**src/hdl/egcd_pkg.sv**
```systemverilog
// ----------------------------------------------------------------------------
// egcd_pkg
// Shared types and constants of the extended Euclid unit.
// ----------------------------------------------------------------------------
package egcd_pkg;

   // Default operand width.
   localparam int WIDTH_DEFAULT = 32;

   // Sequencer states of the top level.
   typedef enum logic [1:0] {
      ST_IDLE,
      ST_CHECK,
      ST_DIV,
      ST_DONE
   } egcd_state_type;

   // One quotient bit as it leaves the divider, most significant first.
   typedef struct packed {
      logic valid;
      logic value;
   } egcd_qbit_type;

   // Divider status as seen by the sequencer.
   typedef struct packed {
      logic busy;
      logic done;
   } egcd_div_stat_type;

endpackage

```
**src/hdl/extended_gcd_unit_top.sv**
```systemverilog
// ----------------------------------------------------------------------------
// extended_gcd_unit_top
// Extended Euclid unit: gcd of two unsigned words and their Bezout coefficients.
// ----------------------------------------------------------------------------
// Each request word carries operands a and b; the response word gives
// g = gcd(a, b) and coefficients x, y (two's complement, WIDTH+1 bits) with
// a*x + b*y = g, the ones produced by Euclid's quotient sequence. A request
// runs n Euclid steps, each one division (n is zero when b is zero, at most
// about 47 for 32-bit operands). The step time is set by the divider, which
// produces one quotient bit per cycle while two serial accumulators build the
// coefficient products. One request is processed at a time; a new request is
// taken as soon as the previous result sits in the response register.
module extended_gcd_unit_top #(
   parameter int WIDTH = egcd_pkg::WIDTH_DEFAULT
) (
   input  logic                clock,
   input  logic                reset,
   input  logic                req_valid,
   output logic                req_ready,
   input  logic [WIDTH-1:0]    req_operand_a,
   input  logic [WIDTH-1:0]    req_operand_b,
   output logic                rsp_valid,
   input  logic                rsp_ready,
   output logic [WIDTH-1:0]    rsp_divisor,
   output logic signed [WIDTH:0] rsp_coeff_a,
   output logic signed [WIDTH:0] rsp_coeff_b
);
   import egcd_pkg::*;

   egcd_state_type    state_ff, state_in;
   logic [WIDTH-1:0]  ra_ff, ra_in;
   logic [WIDTH-1:0]  rb_ff, rb_in;
   logic              rsp_valid_ff, rsp_valid_in;
   logic [WIDTH-1:0]  rsp_divisor_ff;
   logic [WIDTH:0]    rsp_coeff_a_ff;
   logic [WIDTH:0]    rsp_coeff_b_ff;
   logic              accept;
   logic              div_start;
   logic              step_update;
   logic              rsp_load;
   egcd_qbit_type     qbit;
   egcd_div_stat_type div_stat;
   logic [WIDTH-1:0]  div_rem;
   logic [WIDTH:0]    xa_cur;
   logic [WIDTH:0]    ya_cur;

   assign accept = req_valid && req_ready;

   // Sequencer: check for a zero divisor, run one division, swap, repeat.
   always_comb begin
      state_in     = state_ff;
      req_ready    = 1'b0;
      div_start    = 1'b0;
      step_update  = 1'b0;
      rsp_load     = 1'b0;
      ra_in        = ra_ff;
      rb_in        = rb_ff;
      unique case (state_ff)
         ST_IDLE: begin
            req_ready = 1'b1;
            if (req_valid) begin
               ra_in    = req_operand_a;
               rb_in    = req_operand_b;
               state_in = ST_CHECK;
            end
         end
         ST_CHECK: begin
            if (rb_ff == '0) begin
               state_in = ST_DONE;
            end else begin
               div_start = 1'b1;
               state_in  = ST_DIV;
            end
         end
         ST_DIV: begin
            if (div_stat.done) begin
               step_update = 1'b1;
               ra_in       = rb_ff;
               rb_in       = div_rem;
               state_in    = ST_CHECK;
            end
         end
         ST_DONE: begin
            if (!rsp_valid_ff || rsp_ready) begin
               rsp_load = 1'b1;
               state_in = ST_IDLE;
            end
         end
         default: state_in = ST_IDLE;
      endcase
   end

   // Response register holds the result until the consumer takes it.
   assign rsp_valid_in = rsp_load || (rsp_valid_ff && !rsp_ready);

   always_ff @(posedge clock) begin
      ra_ff <= ra_in;
      rb_ff <= rb_in;
      if (rsp_load) begin
         rsp_divisor_ff <= ra_ff;
         rsp_coeff_a_ff <= xa_cur;
         rsp_coeff_b_ff <= ya_cur;
      end
      if (reset) begin
         state_ff     <= ST_IDLE;
         rsp_valid_ff <= 1'b0;
      end else begin
         state_ff     <= state_in;
         rsp_valid_ff <= rsp_valid_in;
      end
   end

   egcd_div #(.WIDTH(WIDTH)) u_div (
      .clock     (clock),
      .reset     (reset),
      .start     (div_start),
      .dividend  (ra_ff),
      .divisor   (rb_ff),
      .qbit      (qbit),
      .stat      (div_stat),
      .remainder (div_rem)
   );

   // Coefficients of a start at (1, 0), those of b at (0, 1).
   egcd_coef #(.WIDTH(WIDTH)) u_coef_x (
      .clock    (clock),
      .load     (accept),
      .init_cur ((WIDTH+1)'(1)),
      .init_nxt ((WIDTH+1)'(0)),
      .clear    (div_start),
      .qbit     (qbit),
      .update   (step_update),
      .cur      (xa_cur)
   );

   egcd_coef #(.WIDTH(WIDTH)) u_coef_y (
      .clock    (clock),
      .load     (accept),
      .init_cur ((WIDTH+1)'(0)),
      .init_nxt ((WIDTH+1)'(1)),
      .clear    (div_start),
      .qbit     (qbit),
      .update   (step_update),
      .cur      (ya_cur)
   );

   assign rsp_valid   = rsp_valid_ff;
   assign rsp_divisor = rsp_divisor_ff;
   assign rsp_coeff_a = $signed(rsp_coeff_a_ff);
   assign rsp_coeff_b = $signed(rsp_coeff_b_ff);

   // An accepted word always goes to the zero-divisor check first.
   a_accept_check: assert property (@(posedge clock) disable iff (reset)
      accept |=> state_ff == ST_CHECK)
      else $error("accepted word did not enter the check state");

   // The divider only reports completion while the sequencer waits for it.
   a_done_in_div: assert property (@(posedge clock) disable iff (reset)
      div_stat.done |-> state_ff == ST_DIV)
      else $error("divider finished outside the division state");

   // A nonzero divisor in the check state starts the divider.
   a_check_starts: assert property (@(posedge clock) disable iff (reset)
      (state_ff == ST_CHECK && rb_ff != '0) |=> div_stat.busy)
      else $error("division not started for nonzero divisor");

   // A result is loaded only once the remainder has reached zero.
   a_load_zero_rem: assert property (@(posedge clock) disable iff (reset)
      rsp_load |-> rb_ff == '0)
      else $error("result loaded with nonzero remainder");

endmodule

```
**src/hdl/egcd_div.sv**
```systemverilog
// ----------------------------------------------------------------------------
// egcd_div
// Bit-serial restoring divider: one quotient bit per cycle, MSB first.
// ----------------------------------------------------------------------------
module egcd_div #(
   parameter int WIDTH = 32
) (
   input  logic                       clock,
   input  logic                       reset,
   input  logic                       start,
   input  logic [WIDTH-1:0]           dividend,
   input  logic [WIDTH-1:0]           divisor,
   output egcd_pkg::egcd_qbit_type    qbit,
   output egcd_pkg::egcd_div_stat_type stat,
   output logic [WIDTH-1:0]           remainder
);
   import egcd_pkg::*;

   localparam int CW = $clog2(WIDTH);

   logic [WIDTH-1:0] dvd_ff, dvd_in;
   logic [WIDTH-1:0] rem_ff, rem_in;
   logic [CW-1:0]    cnt_ff, cnt_in;
   logic             busy_ff, busy_in;
   logic             done_ff, done_in;
   logic [WIDTH:0]   shifted;
   logic [WIDTH:0]   diff;
   logic             ge;
   logic             last;

   // One shift-subtract step on the partial remainder. The partial remainder
   // stays below the divisor, so the top bit of the difference is the borrow.
   always_comb begin
      shifted = {rem_ff, dvd_ff[WIDTH-1]};
      diff    = shifted - {1'b0, divisor};
      ge      = !diff[WIDTH];
      last    = (cnt_ff == CW'(WIDTH - 1));
   end

   // Next values of the divider registers.
   always_comb begin
      dvd_in  = dvd_ff;
      rem_in  = rem_ff;
      cnt_in  = cnt_ff;
      busy_in = busy_ff;
      done_in = 1'b0;
      if (start) begin
         dvd_in  = dividend;
         rem_in  = '0;
         cnt_in  = '0;
         busy_in = 1'b1;
      end else if (busy_ff) begin
         dvd_in  = {dvd_ff[WIDTH-2:0], 1'b0};
         rem_in  = ge ? diff[WIDTH-1:0] : shifted[WIDTH-1:0];
         cnt_in  = cnt_ff + CW'(1);
         busy_in = !last;
         done_in = last;
      end
   end

   always_ff @(posedge clock) begin
      dvd_ff <= dvd_in;
      rem_ff <= rem_in;
      cnt_ff <= cnt_in;
      if (reset) begin
         busy_ff <= 1'b0;
         done_ff <= 1'b0;
      end else begin
         busy_ff <= busy_in;
         done_ff <= done_in;
      end
   end

   assign qbit.valid  = busy_ff && !start;
   assign qbit.value  = ge;
   assign stat.busy   = busy_ff;
   assign stat.done   = done_ff;
   assign remainder   = rem_ff;

endmodule

```
**src/hdl/egcd_coef.sv**
```systemverilog
// ----------------------------------------------------------------------------
// egcd_coef
// One Bezout coefficient pair with a serial quotient-times-coefficient product.
// ----------------------------------------------------------------------------
module egcd_coef #(
   parameter int WIDTH = 32
) (
   input  logic                    clock,
   input  logic                    load,
   input  logic [WIDTH:0]          init_cur,
   input  logic [WIDTH:0]          init_nxt,
   input  logic                    clear,
   input  egcd_pkg::egcd_qbit_type qbit,
   input  logic                    update,
   output logic [WIDTH:0]          cur
);
   import egcd_pkg::*;

   // Values are kept modulo 2^(WIDTH+1); the true coefficients fit there.
   logic [WIDTH:0] cur_ff, cur_in;
   logic [WIDTH:0] nxt_ff, nxt_in;
   logic [WIDTH:0] acc_ff, acc_in;

   // Horner accumulation of q * nxt as quotient bits arrive, then the swap.
   always_comb begin
      cur_in = cur_ff;
      nxt_in = nxt_ff;
      acc_in = acc_ff;
      if (load) begin
         cur_in = init_cur;
         nxt_in = init_nxt;
      end else if (update) begin
         cur_in = nxt_ff;
         nxt_in = cur_ff - acc_ff;
      end
      if (clear) begin
         acc_in = '0;
      end else if (qbit.valid) begin
         acc_in = {acc_ff[WIDTH-1:0], 1'b0} + (qbit.value ? nxt_ff : '0);
      end
   end

   always_ff @(posedge clock) begin
      cur_ff <= cur_in;
      nxt_ff <= nxt_in;
      acc_ff <= acc_in;
   end

   assign cur = cur_ff;

endmodule

```
**config.mk**
```make
export PLATFORM = sky130hd
export DESIGN_NAME = extended_gcd_unit_top
export DESIGN_NICKNAME = d
export VERILOG_FILES = /design/src/hdl/egcd_pkg.sv /design/src/hdl/extended_gcd_unit_top.sv /design/src/hdl/egcd_div.sv /design/src/hdl/egcd_coef.sv
export SDC_FILE = /design/constraint.sdc
export NUM_CORES = 1
export LEC_CHECK = 0
export BUFFER_PORTS_ARGS = -buffer_cell sky130_fd_sc_hd__buf_2
export CAP_MARGIN = 20
export CORE_ASPECT_RATIO = 0.75
export CORE_MARGIN = 3
export CORE_UTILIZATION = 60
export CTS_CLUSTER_DIAMETER = 150
export DETAILED_ROUTE_END_ITERATION = 10
export PLACE_DENSITY = 0.79
export SLEW_MARGIN = 10
export SYNTH_ARGS = -nofsm -noshare
export SYNTH_HDL_FRONTEND = slang
export SYNTH_SLANG_ARGS = --single-unit
```
**constraint.sdc**
```tcl
create_clock -name clock -period 7.1 [get_ports clock]
set_clock_uncertainty 0.15 [all_clocks]
set_input_delay 0.71 -clock clock [delete_from_list [all_inputs] [get_ports clock]]
set_output_delay 0.71 -clock clock [all_outputs]
set_load 0.05 [all_outputs]
```
* After elaboration in Yosys (flattened, before gate mapping) *
Index checks and enable logic that the tools add are counted.

word-level totals
  register bits after elaboration = 434
  bits in latches = 0
  memory bits (writable) = 0
  ROM bits = 0
  input bits = 68
  output and inout port bits = 100
  logic and storage cells = 73
  memories = 0

operators by class
  $add $sub $neg = 6
  multiply operators = 0
  div/mod/pow operators = 0
  $lt $le $gt $ge = 0
  equal/unequal tests = 7
  shift-type cells = 0
  mux-type cells = 25
  bitwise operators = 1
  reductions and logical operators = 16

operator list
  kind                                                                    count
  32-bit 2-to-1 mux                                                       7
  32-bit one-hot mux with 2 select lines                                  2
  33-bit adder                                                            2
  33-bit 2-to-1 mux                                                       2
  33-bit subtractor                                                       2
  33-bit by 32-bit subtractor with 33-bit output                          1
  32-bit logical NOT                                                      1
  1-bit 2-to-1 mux                                                        10
  2-bit one-hot mux with 4 select lines                                   1
  2-bit 2-to-1 mux                                                        3
  3-bit AND reduction                                                     2
  5-bit by 1-bit adder with 5-bit output (second input constant)          1
  5-bit equality test (second input constant)                             1
  2-bit equality test (second input constant)                             2
  1-bit logical NOT                                                       4
  2-bit != test (second input constant)                                   2
  2-bit nonzero test                                                      2
  1-bit logical AND                                                       3
  3-bit OR reduction                                                      1
  2-bit by 1-bit equality test with 1-bit output (second input constant)  1
  2-bit logical NOT                                                       1
  1-bit logical OR                                                        2
  2-bit by 1-bit != test with 1-bit output (second input constant)        1
  1-bit inverter                                                          1

* Longest topological paths before layout *
Gate-level depths: netlist of run 1.

  depth after elaboration = 5
  mapped depth = 26
  depth with buffers taken out = 24

* Hierarchy *
From an unflattened synthesis of run 1, not the netlist that was laid out.

unflattened totals
  cells, all modules = 2516
  area total of the unflattened synthesis = 25988.7 um2

by module, submodules not included
  module                 times used  cells each  area an instance (um2)  seq. area each (um2)
  egcd_coef (u_coef_x)   1           859         7634.8                  2642.5
  egcd_coef (u_coef_y)   1           855         7566.0                  2642.5
  extended_gcd_unit_top  1           266         5863.1                  4924.7
  egcd_div               1           536         4924.7                  1741.7

* Least setup slack after synthesis of run 1 *
No wires, ideal clock.

  path type = flip-flop to flip-flop
  start = register rb_ff[0]
  end = register u_coef_y.acc_ff[29]
  setup time = 0.095 ns
  data arrival time = 5.481 ns
  required time = 6.855 ns
  path slack = 1.374 ns
  stages on the path, launching flop included = 25
  buffers on the path = 2
  period minus slack after synthesis = 5.726 ns
  cells stage by stage = edfxtp_1 > ha_1 > fa_1 > nor2b_1 > o31ai_1 > a21oi_1 > o21ai_0 > a21oi_1 > mux2i_1 > nand2_1 > buf_2 > clkbuf_1 > and2_1 > ha_1 > o21ai_1 > a21boi_2 > a21oi_2 > a221o_1 > a2111oi_4 > a2bb2oi_1 > o31a_1 > o21bai_2 > a21oi_1 > or4b_1 > o311ai_1

between the ends
  word-level cells in the longest chain between the ends = 5
  elaborated cells on any way between the ends = 8
  classes of those cells = add/sub (2); mux (3); reduce/logical (3)

RTL lines
  what                                                                                                    line                         text
  start: declaration                                                                                      extended_gcd_unit_top.sv:32  logic [WIDTH-1:0] rb_ff, rb_in;
  start signal: assignment                                                                                extended_gcd_unit_top.sv:98  rb_ff <= rb_in;
  parallel branches: the longest is 5 deep, another holds 33-bit by 32-bit subtractor with 33-bit output  --
  end signal: assignment                                                                                  egcd_coef.sv:46              acc_ff <= acc_in;
  end: declaration                                                                                        egcd_coef.sv:22              logic [WIDTH:0] acc_ff, acc_in;

Parallel ways; which one is timed is not known.
A chain may end at the register's enable or synchronous reset.

* Final worst setup path of run 1 *
  start = register rb_ff[0]
  end = register u_coef_x.acc_ff[24]

between the ends
  word-level cells in the longest chain between the ends = 5
  elaborated cells on any way between the ends = 8
  classes of those cells = add/sub (2); mux (3); reduce/logical (3)

RTL lines
  what                                                                                                    line
  parallel branches: the longest is 5 deep, another holds 33-bit by 32-bit subtractor with 33-bit output  --
  end signal: assignment                                                                                  egcd_coef.sv:46
  end: declaration                                                                                        egcd_coef.sv:22

Parallel ways; which one is timed is not known.

==> qor.csv, run 1 <==
metric,value,unit
crit_chain,ha_1 > fa_1 > nor2b_1 > o31ai_1 > a21oi_1 > o21ai_0 > a21oi_2 > mux2i_4 > nand2_8 > and2_1 > ha_1 > a2111oi_0 > o21ai_0 > a31oi_1 > nand2_1 > a311oi_1 > o21ai_1 > a221o_1 > a211o_1 > xor2_1 > mux2i_1 > nor2_1,
reg2reg_from,rb_ff[0]$_DFFE_PP_,
syn_area,0.02373,mm^2
r2r_end,u_coef_x.acc_ff[24]$_SDFFE_PP0P_,
cpPeakStageDelay,0.44,ns
port_buffers,167,
fp.dieW,235.6,um
clock_latency,0.56,ns
via_per_inst,5.890,
rows,62,
crit_path_end_kind,flip-flop,
fin_ws,0.5450,ns
hp-class,primary input to flip-flop,
first_pass_iters,5,
power_density,288.2,mW/mm^2
gp_congestion,0.9534,
cts.sinks,434,
grt.met2_usage,0.4396,
vias,19440,
synth_flop_cell,dfxtp_1,
worstPathArrival,6.81,ns
synth-seq-area-share,0.4479,
rrSetupSlack,0.55,ns
globalRouteTotalUtil,0.2695,
crit_required,7.35,ns
run_status,completed,
cts_root_buffer,clkbuf_16,
yosysWarnings,0,
crit_fanout,45,
netlist_instances,2639,
syn-mean-instance-area,8.993,um^2
met1_usage,0.3796,
numCtsBuffers,43,
routedWlPerCell,17.63,um
die_area,0.04200,mm^2
io_pins,168,
tightest_slew,0.9338,ns
drtIter0Drc,1652,
finalHoldViolations,0,
hp-start,reset,
ant_nets,0,
max_freq,152.6,MHz
grt_max_degree,98,
htree_levels,2,
cp-start-kind,flip-flop,
grt_use_met3,0.03694,
place_hpwl,40300,um
synth_cell_types,75,
drc,0,
path_class,flip-flop to flip-flop,
final-setup-viol-count,0,
fin_setup_tns,0,ns
drv_slew,0,
synth-seq-cells,434,
pre_cts_slack,0.4267,ns
cts_buffer_depth,3,
antenna_found_initial,0,
finalCritPeriodShare,0.9232,
p_leak,11.28,nW
ir_worst_vdd,0.2369,mV
worstSetupStartpoint,rb_ff[0]$_DFFE_PP_,
core_area,0.03863,mm^2
grt_pass1_vias,18760,
initial_core_util,0.6143,
synth_edf_count,194,
nets,2988,
clkTransAtPathRegs,0.06,ns
area_growth,11.27,%
die_h,178.2,um
totalWireLength,58200,um
grt_pass1_wl,93870,um
final.min_clock_period,6.555,ns
post-cts-setup-buffer-count,0,
r2r_cells,22,
syn_nets,2872,
maxCapViolCount,0,
async_flop_share,0,
antenna_cells,0,
cts_tree,built,
grt-busiest-layer,met2,
slowest_stage,a2111oi_0,
endpoint,u_coef_x.acc_ff[24]$_SDFFE_PP0P_,
layout-drive-gt1-share,0.09824,
rsz0062_at_grt,false,
overflow,0,
relSlewSlack,0.3775,
==> worst min path at each step <==
stage	to	slack (ns)	cells after the start
finish	u_div.busy_ff$_SDFF_PP0_	0.27	2
detailed placement	rsp_divisor[28]$_DFFE_PP_	0.28	0
CTS	u_div.busy_ff$_SDFF_PP0_	0.24	2
global placement	rsp_divisor[17]$_DFFE_PP_	0.28	0
floorplan	rsp_coeff_a[0]$_DFFE_PP_	0.26	0
global route	u_div.busy_ff$_SDFF_PP0_	0.25	2
==> worst max-delay path, delay by kind of cell, from the launching register on <==
family	cells	cell delay, ns
compound gates	11	3.17
xor+xnor	1	0.14
fa+ha+maj	3	1.02
flops	1	0.42
mux	2	0.58
simple gates	5	0.90
==> synthesized netlist by cell type, types with 15 or more instances <==
library cell	count	area, um^2
o21bai_1	24	180.2
clkbuf_1	102	382.9
o31ai_1	15	112.6
edfxtp_1	194	5826
xor2_1	46	402.9
and2_1	73	456.7
a21o_1	68	510.5
nor2_1	152	570.6
o21a_1	21	157.7
and3_1	18	112.6
inv_1	126	473.0
nor3_1	17	85.08
nand3_1	28	140.1
dfxtp_1	240	4805
ha_1	160	2002
nand2_1	506	1899
nor2b_1	31	193.9
mux2i_1	70	700.7
nand2b_1	33	206.5
o21ai_0	158	790.8
a21oi_1	273	1366
xnor2_1	93	814.5
a211oi_1	28	210.2
==> flip-flops by register name (all words and copies together), names as in the netlist, 33 cells and up <==
signal,count
u_coef_x.cur,33
u_coef_x.acc_ff,33
u_coef_y.cur,33
rsp_coeff_b,33
u_coef_x.nxt_ff,33
rsp_coeff_a,33
u_coef_y.acc_ff,33
u_coef_y.nxt_ff,33
==> placed cells by master (no fill, tap or decap), types with 71 or more instances in the layout <==
master and n:
buf_2 167, nor2_1 151, dfxtp_1 239, ha_1 160
o21ai_0 158, and2_1 71, a21oi_1 272, nand2_1 504
edfxtp_1 194, xnor2_1 93, inv_1 125
==> cell families (layout without fill, tap and decap cells) <==
family,Yosys count,count (layout),synth area share
AO/OA/AOI/OAI,688,688,0.1764
XOR/XNOR,139,139,0.05130
adder cells (fa/ha/maj),165,165,0.08858
buffers and inverters,240,390,0.03822
flip-flops,434,434,0.4479
multiplexers,71,71,0.03000
AND/OR/NAND/NOR,902,902,0.1676
==> layout make-up <==
| cell class | count | area [um^2] |
|---|---|---|
| sequential | 434 | 10630 |
| timing repair buffer | 185 | 991.0 |
| inverter | 126 | 473.0 |
| tap | 512 | 640.6 |
| fill | 3070 | 12230 |
| multi-input combinational | 1965 | 12260 |
| clock buffer | 57 | 1181 |
| clock inverter | 22 | 229.0 |
==> power breakdown <==
part / total (mW) / switching, mW / internal [mW]
registers: 2.97 / 0.160 / 2.81
clock network: 2.31 / 0.958 / 1.35
logic: 2.33 / 1.40 / 0.932
==> through the flow <==
stage / std cells / utilization / cell area (um^2) / total power [mW] / hold WS (ns)
after floorplan: 2639 / - / 23730 / 4.750 / 0.2582
after global placement: 3221 / 0.6456 / 24940 / 5.195 / 0.2824
after detailed placement: 3221 / 0.6456 / 24940 / 5.262 / 0.2844
after CTS: 3300 / 0.6821 / 26350 / 7.575 / 0.2400
after global routing: 3301 / 0.6835 / 26410 / 7.992 / 0.2537
final: 3301 / 0.6835 / 26410 / 7.609 / 0.2681
==> what timing repair did <==
action,4_1_cts,5_1_grt
resized for setup,0,4
hold buffers,0,0
hold endpoints to repair,0,0
endpoints found under the setup margin,0,7
==> layer usage <==
metal	up-vias	part of all wire
met4	0	0.025
met1	9241	0.46
li1	9470	-
met5	-	0
met2	619	0.45
met3	114	0.065
No activity file was read; power rests on OpenSTA's default activity.
==> run 2: changes to the inputs <==
==> constraint.sdc (replaced) <==
create_clock -name clock -period 8.3 [get_ports clock]
set_clock_uncertainty 0.15 [all_clocks]
set_input_delay 0.83 -clock clock [delete_from_list [all_inputs] [get_ports clock]]
set_output_delay 0.83 -clock clock [all_outputs]
set_load 0.05 [all_outputs]
==> run 2 against run 1 <==
Sequential share of layout area is 0.089 points lower. Clock-buffer cell count is 1 higher. Maximum frequency is 6.2% lower. Final cell count hardly changed. Die area stayed put.
==> qor.csv, run 2 (synthesized netlist as in run 1, its figures left out) <==
metric,value,unit
rows,62,
hp-start,ra_ff[13]$_DFFE_PP_,
run_status,completed,
final_common_cell,nand2_1,
worstSetupStartpoint,rb_ff[0]$_DFFE_PP_,
die_h,178.2,um
p_leak,11.31,nW
globalRouteTotalUtil,0.2688,
fin_setup_tns,0,ns
place_hpwl,40000,um
ant_nets,0,
path_class,flip-flop to flip-flop,
layoutNonFillerInstCount,3300,
crit_fanout,47,
cpLargestDelayFamily,compound AO/OA/AOI/OAI gates,
rsz0062_at_grt,false,
cp_num_cells,22,
path_buf_inv,0,
cts_tree,built,
crit_required,8.57,ns
relSlewSlack,0.3899,
r2r_cells,22,
nFillCells,3093,
layout_common_cells,"nand2_1, a21oi_1, dfxtp_1, edfxtp_1, buf_2",
grt_max_degree,98,
cts.sinks,434,
overflow,0,
area_growth,11.51,%
cp-start-kind,flip-flop,
hp-class,flip-flop to flip-flop,
cts_root_buffer,clkbuf_16,
maxCapViolCount,0,
clock_latency,0.55,ns
crit_chain,ha_1 > fa_1 > nor2b_1 > o31ai_1 > a21oi_1 > o21ai_0 > a21oi_1 > mux2i_1 > nand2_4 > and2_1 > ha_1 > a2111oi_0 > o21ai_0 > a31oi_1 > nand2_1 > a311oi_1 > o21ai_1 > a221o_1 > a211o_1 > xor2_1 > mux2i_1 > nor2_1,
clkTransAtPathRegs,0.06,ns
vias,19360,
drc,0,
htree_levels,2,
core_area,0.03863,mm^2
cpPeakStageDelay,0.53,ns
nets,2987,
gp_congestion,0.9394,
slowest_stage,mux2i_1,
ir_worst_vdd,0.1413,mV
regArea,0.01063,mm^2
tightest_slew,0.9151,ns
worstHoldPathCells,0,
power_density,249.1,mW/mm^2
max_freq,143.1,MHz
finalCritPeriodShare,0.8422,
grt_pass1_vias,18910,
reg2reg_from,rb_ff[0]$_DFFE_PP_,
first_pass_iters,5,
post-cts-setup-buffer-count,0,
drtIter0Drc,1770,
grt_pass1_wl,93830,um
initial_core_util,0.6143,
antenna_found_initial,1,
final-setup-viol-count,0,
final.min_clock_period,6.990,ns
antenna_cells,0,
via_per_inst,5.865,
layout-drive-gt1-share,0.1001,
routedWlPerCell,17.49,um
multiInputGateArea,0.01223,mm^2
totalWireLength,57730,um
holdWs,0.2973,ns
cts_buffer_depth,3,
dp.cells,3221,
hold_buffers,0,
cts_resized,0,
worstPathArrival,7.26,ns
fp.dieW,235.6,um
crit_path_end_kind,flip-flop,
drv_slew,0,
io_pins,168,
die_area,0.04200,mm^2
finalHoldViolations,0,
port_buffers,167,
numCtsBuffers,43,
## run 2: cell types whose count changed in the layout (fill, tap and decap cells not counted), moves of 3 or more
cell | before | now
clkinv_1 | 7 | 4
clkbuf_8 | 1 | 6
clkinvlp_4 | 1 | 4
clkinv_2 | 8 | 5
clkbuf_1 | 11 | 6
## run 2: power by group
group,total (mW),internal (mW),switching (mW)
clock network,2.09,1.25,0.836
logic,1.97,0.787,1.18
registers,2.54,2.40,0.135
## run 2: worst register-to-register path, delay by kind of cell, from the launching register on
kind / cells / cell delay [ns]
AO/OA/AOI/OAI: 11 / 3.34
AND/OR/NAND/NOR: 5 / 1.11
adder cells (fa/ha/maj): 3 / 1.03
multiplexers: 2 / 0.69
flip-flops: 1 / 0.43
XOR/XNOR: 1 / 0.14
## run 2: area by class of cell
cell class,count,area share
sequential,434,0.4018
tap,512,0.02421
clock buffer,58,0.04747
multi-input combinational,1965,0.4622
inverter,126,0.01787
timing repair buffer,184,0.03640
clock inverter,21,0.01002
## run 2: worst paths after layout
path,endpoint,slack (ns)
setup reg to reg,u_coef_x.acc_ff[24]$_SDFFE_PP0P_,1.31
hold / removal,rsp_divisor[13]$_DFFE_PP_,0.30
setup / recovery,u_coef_x.acc_ff[24]$_SDFFE_PP0P_,1.31
hold reg to reg,rsp_divisor[13]$_DFFE_PP_,0.30
## run 2: per-layer routing
layer	vias to the layer above	GRT usage	wire length, um
li1	9475	-	-
met1	9224	0.3758	27080
met2	557	0.4385	25940
met3	99	0.03879	3477
met4	0	0.07827	1231
met5	-	0	0
## run 2: metrics by stage
stage	total power, mW	util	worst slack (ns)	area, um^2
floorplan	4.064	-	2.574	23730
global placement	4.440	0.6456	1.843	24940
detailed placement	4.507	0.6456	1.560	24940
CTS	6.594	0.6850	1.530	26460
global route	6.926	0.6850	0.8969	26460
finish	6.592	0.6850	1.310	26460
